<file path="src/hdl/psch_pkg.sv">
// psch_pkg: shared widths, constants and types for the priority scheduler
// used by psch_cell and nonpreemptive_priority_scheduler_unit, no dependencies
`default_nettype none

package psch_pkg;

    localparam int MAX_PROCS_DEF = 64;

    localparam int ARR_W    = 16;
    localparam int BST_W    = 16;
    localparam int PRI_W    = 8;
    localparam int TIME_W   = 24;
    localparam int NUM_W    = 7;
    // wide enough for job numbers up to 1024
    localparam int JOB_ID_W = 11;

    localparam logic [TIME_W-1:0] TIME_MAX = {TIME_W{1'b1}};

    localparam int S_TDATA_W = 40;
    localparam int M_TDATA_W = 80;

    typedef enum logic [2:0] {
        S_LOAD,
        S_START,
        S_WAIT,
        S_CALC,
        S_TAT,
        S_EMIT
    } state_t;

    // one stored job
    typedef struct packed {
        logic                vld;
        logic [ARR_W-1:0]    arr;
        logic [BST_W-1:0]    bst;
        logic [PRI_W-1:0]    pri;
        logic [JOB_ID_W-1:0] id;
    } job_t;

    // best job seen so far by a scan
    typedef struct packed {
        logic                found;
        logic [PRI_W-1:0]    pri;
        logic [ARR_W-1:0]    arr;
        logic [BST_W-1:0]    bst;
        logic [JOB_ID_W-1:0] id;
    } sel_t;

    // scan token moving along the row of cells
    typedef struct packed {
        logic tok;
        sel_t rdy;   // best among arrived jobs
        sel_t erl;   // best among earliest-arriving unfinished jobs
    } cand_t;

    // broadcast control from the sequencer to every cell
    typedef struct packed {
        logic                shift;
        logic                clr;
        logic [JOB_ID_W-1:0] clr_id;
        logic [TIME_W-1:0]   clock_now;
    } ctl_t;

endpackage

`default_nettype wire

</file>
<file path="src/hdl/psch_cell.sv">
// psch_cell: one job slot of the scheduler row, holds a job and updates the
// passing scan token with a registered compare; depends on psch_pkg
`default_nettype none

module psch_cell (
    input  wire                   aclk,
    input  wire                   aresetn,
    input  psch_pkg::ctl_t        ctl,
    input  psch_pkg::job_t        job_in,
    output psch_pkg::job_t        job_out,
    input  psch_pkg::cand_t       cand_in,
    output psch_pkg::cand_t       cand_out
);

    logic                            vld_reg;
    logic [psch_pkg::ARR_W-1:0]      arr_reg;
    logic [psch_pkg::BST_W-1:0]      bst_reg;
    logic [psch_pkg::PRI_W-1:0]      pri_reg;
    logic [psch_pkg::JOB_ID_W-1:0]   id_reg;

    psch_pkg::cand_t cand_reg;
    psch_pkg::cand_t cand_next;

    logic is_ready;
    logic rdy_better;
    logic erl_better;

    always_ff @(posedge aclk) begin
        if (!aresetn) begin
            vld_reg <= 1'b0;
        end else if (ctl.shift) begin
            vld_reg <= job_in.vld;
        end else if (ctl.clr && (id_reg == ctl.clr_id)) begin
            vld_reg <= 1'b0;
        end
    end

    always_ff @(posedge aclk) begin
        if (ctl.shift) begin
            arr_reg <= job_in.arr;
            bst_reg <= job_in.bst;
            pri_reg <= job_in.pri;
            id_reg  <= job_in.id;
        end
    end

    assign job_out.vld = vld_reg;
    assign job_out.arr = arr_reg;
    assign job_out.bst = bst_reg;
    assign job_out.pri = pri_reg;
    assign job_out.id  = id_reg;

    assign is_ready = vld_reg
        && ({{(psch_pkg::TIME_W-psch_pkg::ARR_W){1'b0}}, arr_reg} <= ctl.clock_now);

    // higher priority, then earlier arrival, then lower job number
    assign rdy_better = is_ready && (!cand_in.rdy.found
        || (pri_reg > cand_in.rdy.pri)
        || ((pri_reg == cand_in.rdy.pri) && ((arr_reg < cand_in.rdy.arr)
            || ((arr_reg == cand_in.rdy.arr) && (id_reg < cand_in.rdy.id)))));

    // earliest arrival first, then as above among equal arrivals
    assign erl_better = vld_reg && (!cand_in.erl.found
        || (arr_reg < cand_in.erl.arr)
        || ((arr_reg == cand_in.erl.arr) && ((pri_reg > cand_in.erl.pri)
            || ((pri_reg == cand_in.erl.pri) && (id_reg < cand_in.erl.id)))));

    always_comb begin
        cand_next = cand_in;
        if (rdy_better) begin
            cand_next.rdy.found = 1'b1;
            cand_next.rdy.pri   = pri_reg;
            cand_next.rdy.arr   = arr_reg;
            cand_next.rdy.bst   = bst_reg;
            cand_next.rdy.id    = id_reg;
        end
        if (erl_better) begin
            cand_next.erl.found = 1'b1;
            cand_next.erl.pri   = pri_reg;
            cand_next.erl.arr   = arr_reg;
            cand_next.erl.bst   = bst_reg;
            cand_next.erl.id    = id_reg;
        end
    end

    // only the token bit needs a reset, the candidate data travels with it
    always_ff @(posedge aclk) begin
        cand_reg.rdy <= cand_next.rdy;
        cand_reg.erl <= cand_next.erl;
        if (!aresetn) begin
            cand_reg.tok <= 1'b0;
        end else begin
            cand_reg.tok <= cand_next.tok;
        end
    end

    assign cand_out = cand_reg;

endmodule

`default_nettype wire

</file>
<file path="config.mk">
export PLATFORM = sky130hd
export DESIGN_NAME = psch_cell
export DESIGN_NICKNAME = d
export VERILOG_FILES = /design/src/hdl/psch_pkg.sv /design/src/hdl/psch_cell.sv
export SDC_FILE = /design/constraint.sdc
export NUM_CORES = 1
export LEC_CHECK = 0
export ABC_AREA = 1
export BUFFER_PORTS_ARGS = -buffer_cell sky130_fd_sc_hd__buf_4
export CAP_MARGIN = 20
export CORE_ASPECT_RATIO = 0.7
export CORE_MARGIN = 1
export CORE_UTILIZATION = 37
export DETAILED_ROUTE_END_ITERATION = 8
export HOLD_SLACK_MARGIN = 0.06
export PLACE_DENSITY = 0.68
export SLEW_MARGIN = 15
export SYNTH_ARGS = -nofsm -noshare
export SYNTH_HDL_FRONTEND = slang
export SYNTH_SLANG_ARGS = --single-unit
export TNS_END_PERCENT = 50
</file>
<file path="constraint.sdc">
create_clock -name aclk -period 4.5 [get_ports aclk]
set_input_delay 0.9 -clock aclk [delete_from_list [all_inputs] [get_ports aclk]]
set_output_delay 0.9 -clock aclk [all_outputs]
set_load 0.005 [all_outputs]
</file>
Word-level counts from Yosys, hierarchy flattened
Cells that the tools add are included.
{ "word_totals": {"inputBits": 196, "word_cells": 49, "output_inout_bits": 157, "register_bits": 157} }
{ "classes": {"n_eq_ne": 5, "n_reduce_logical": 17, "muxes": 4, "order_cmp": 7} }
{ "op_table": {"columns": ["op", "n"], "rows": [
  ["two-way mux 51 bit", 2],
  ["equality test 16 bit", 2],
  ["< comparator 16 bit", 2],
  ["<= comparator 16 x 24 -> 1 bit", 1],
  ["< comparator 11 bit", 2],
  ["equality test 8 bit", 2],
  ["> comparator 8 bit", 2],
  ["equality test 11 bit", 1],
  ["logical AND 1 bit", 8],
  ["logical OR 1 bit", 6],
  ["zero test 1 bit", 2],
  ["two-way mux 1 bit", 2],
  ["nonzero test 2 bit", 1]
]} }

Logic depth before layout (Yosys ltp)
{ "logic_depth": {"ltp_word": 7, "ltp_mapped": 18, "mapped_depth_nobuf": 17} }

Least setup slack after synthesis
No wires, ideal clock.
{ "synth_path": {"kind": "in2reg", "from": "input ctl[15] in the netlist's numbering", "to": "register cand_reg, in the netlist cand_out[57]", "path_buffers": 1, "setup_ns": 0.113, "required_ns": 4.387, "slack_ns": 2.104, "stages": 12, "t_arrival_ns": 2.283, "cell_sequence": "inv_1 -> ha_1 -> nand2_1 -> nor2_2 -> nand4_1 -> nor2_1 -> nand3_1 -> a21boi_4 -> nand2_4 -> buf_6 -> nand2_1 -> nand2_1"} }
{ "synth_lines": {"columns": ["element", "line_no", "source"], "rows": [
  ["start: declaration", "psch_cell.sv:8", "input psch_pkg::ctl_t ctl,"],
  ["end: declaration", "psch_cell.sv:21", "psch_pkg::cand_t cand_reg;"]
]} }

==> results by group <==
Run status
  – Run status: complete, no violations

Finish
  – Number of flip-flops in the largest register: 105
  – Share of cells above drive strength 1: 0.314
  – Final core utilization: 0.553
  – Number of antenna diodes: 0
  – Most frequent cells in the layout: buf_4 (359), nand2_1 (304), nand3_1 (111), inv_1 (111), dfxtp_1 (105)
  – Area growth, synth to finish: 45.2%
  – Final net count: 1534
  – Commonest non-fill, non-tap cell in the layout: buf_4

Clocking
  – Clock tree root driver cell: clkbuf_16
  – Number of gates resized after CTS: 0
  – Clock transition at path regs: 80 ps
  – CTS H-Tree Depth: 4
  – TritonCTS clock tree: yes
  – CTS sink count: 157
  – Deepest clock path buffer count: 2
  – Worst-skew pair later-pin latency: 430 ps
  – Post-CTS setup repair buffer count: 0
  – Cts hold-fix bufs: 0
  – Clock buffer count from CTS: 17

Setup path
  – Cell Chain, Critical Path: ha_1 -> nand2_1 -> nor2_2 -> nand4_1 -> nor2_1 -> nand3_1 -> a21boi_4 -> nand2_4 -> nand2_1 -> nand2_1
  – Number of buffers and inverters on the critical path: 0
  – Data arrival time of the critical path: 3270 ps
  – Critical path endpoint category: flop
  – Worst-path cell with the longest stage delay: a21boi_4
  – Max incr delay on CP: 530 ps
  – CP Max Fanout: 52
  – Type of origin of the critical path: flop
  – Cell occurring most often along the worst timing path: nand2_1
  – Gate family responsible for the most delay along the worst path: simple AND/OR/NAND/NOR gates
  – Reg2reg path depth: 10
  – Worst setup path category: flop to flop
  – Critical Path RT: 4810 ps
  – Stages on worst setup path: 10

Placed design
  – Input/output buffers: 352
  – Final RePlAce weighted congestion: 0.803
  – Hpwl dp: 18700 um

STA
  – Slew margin rel.: 0.479
  – Shortest period the worst path allows: 2960 ps
  – Max Freq: 338 MHz
  – Number of endpoints with negative hold slack in the final report: 0
  – Least-Margin Pin Slew: 782 ps
  – Clock skew after layout: 12.7 ps
  – Final slew viol count: 0
  – Total negative slack: 0 ps
  – Final Setup Violations: 0
  – Final cycle utilization of the critical path: 0.657
  – RSZ-0062 raised after global routing: false

Global routing
  – Gr ovfl total: 0
  – Aggregate global-route resource usage: 0.235
  – Number of global-route vias before repair: 6800
  – Largest net degree at the start of global routing: 53
  – Initial antenna violation count: 0
  – Global-route wire length before repair: 38000 um

Yosys
  – Sequential area share after synthesis: 0.480
  – Avg Synthesized Cell Area: 8.38 um2
  – Synth async-reset ratio: 0
  – Syn. warnings: 0
  – Post-synthesis instance area: 0.00761 mm2
  – Post-synthesis cell count: 908
  – Yosys reg bits: 157
  – Synth unique cells: 27
  – Primary FF master, synth: dfxtp_1
  – Post-Synthesis Net Count: 1188
  – Number of enable-type register cells in the synthesized netlist: 51

Min path
  – Type of the tightest min-delay check: flop to flop
  – Worst hold stages: 2

Die
  – IO Count: 353
  – Initial Util: 0.381
  – Placeable core region: 0.0200 mm2
  – Die footprint: 0.0211 mm2
  – Horizontal die dimension: 173 um
  – Die Ht: 122 um
  – Count of standard-cell rows: 43

Run
  – Count of maximum capacitance violations: 0

Power and ir drop
  – Pwr dens: 358 mW/mm2
  – Maximum VDD drop: 0.187 mV
  – Leakage Power: 0.00599 uW

Routing
  – Post-route ant nets: 0
  – Number of iterations in the first detailed-routing pass: 4
  – Starting DRT DRC Count: 463
  – Via count of the routed design: 7210
  – Count of unresolved DRC violations after routing: 0
  – Vias per cell: 4.69
  – Wirelength per Cell: 16.3 um
  – Total detailed-routing wirelength: 25000 um
-- cell families after synthesis --
| kind of cell | count (synthesis) | share of synthesized area |
|---|---|---|
| and+or+nand+nor | 461 | 0.251 |
| buffers and inverters | 143 | 0.0809 |
| xor gates and xnor gates | 6 | 0.00691 |
| adders and majority gates | 84 | 0.138 |
| AOI/OAI and AO/OA | 57 | 0.0424 |
| DFF | 157 | 0.480 |
-- cells in the mapped netlist, types with 4 or more instances --
cell | instances | area (um2)
ha_1 | 84 | 1050
edfxtp_1 | 51 | 1530
nand3_1 | 111 | 556
o21a_1 | 5 | 37.5
nor2_1 | 28 | 105
inv_1 | 111 | 417
a21oi_1 | 38 | 190
clkbuf_1 | 6 | 22.5
buf_6 | 5 | 56.3
xor2_1 | 6 | 52.6
nand4_1 | 4 | 25.0
buf_2 | 15 | 75.1
buf_4 | 6 | 45.0
nand2_1 | 307 | 1150
o21ai_0 | 8 | 40.0
dfxtp_1 | 106 | 2120
-- routing by layer --
| metal | track usage | share of wire |
|---|---|---|
| met1 | 0.321 | 0.46 |
| met2 | 0.371 | 0.45 |
| met3 | 0.0659 | 0.080 |
| met4 | 0.0498 | 0.011 |
| met5 | 0 | 0 |
-- final cells by class --
class,count,area [um2]
clock buffer,17,425
tap,270,338
multi-input combinational,608,3340
timing repair buffer,359,2700
inverter,111,417
fill,1825,8910
clock inverter,15,173
sequential,157,3650
-- path summary, 6_finish.rpt --
kind | startpoint | to | slack, ps
setup reg to reg | arr_reg[15]$_DFFE_PP_ | cand_out[78]$_DFF_P_ | 1540
setup / recovery | arr_reg[15]$_DFFE_PP_ | cand_out[78]$_DFF_P_ | 1540
hold / removal | bst_reg[7]$_DFFE_PP_ | cand_out[70]$_DFF_P_ | 540
hold reg to reg | bst_reg[7]$_DFFE_PP_ | cand_out[70]$_DFF_P_ | 540
-- through the flow --
stage               std cells  setup slack [ps]  total power [uW]  cell area [um2]  hold slack [ps]
floorplan                 908              2100              2050             7610              521
global route             1537              1260              4160            11000              568
finish                   1537              1540              3960            11000              536
detailed placement       1505              1080              2540            10400              520
CTS                      1537              1530              3990            11000              539
global placement         1505              1220              2520            10400              512
-- power breakdown --
group | leakage [uW] | internal (uW) | switching [uW] | total (uW)
registers | 0.00139 | 1610 | 94.1 | 1700
clock network | 0.000282 | 750 | 706 | 1460
logic | 0.00431 | 414 | 389 | 803
-- worst register-to-register path, delay by kind of cell (launching register included) --
family          cells  cell delay, ps
compound gates      1             530
fa+ha+maj           1             360
flops               1             520
simple gates        8            1440
No activity file was read; power rests on OpenSTA's default activity.
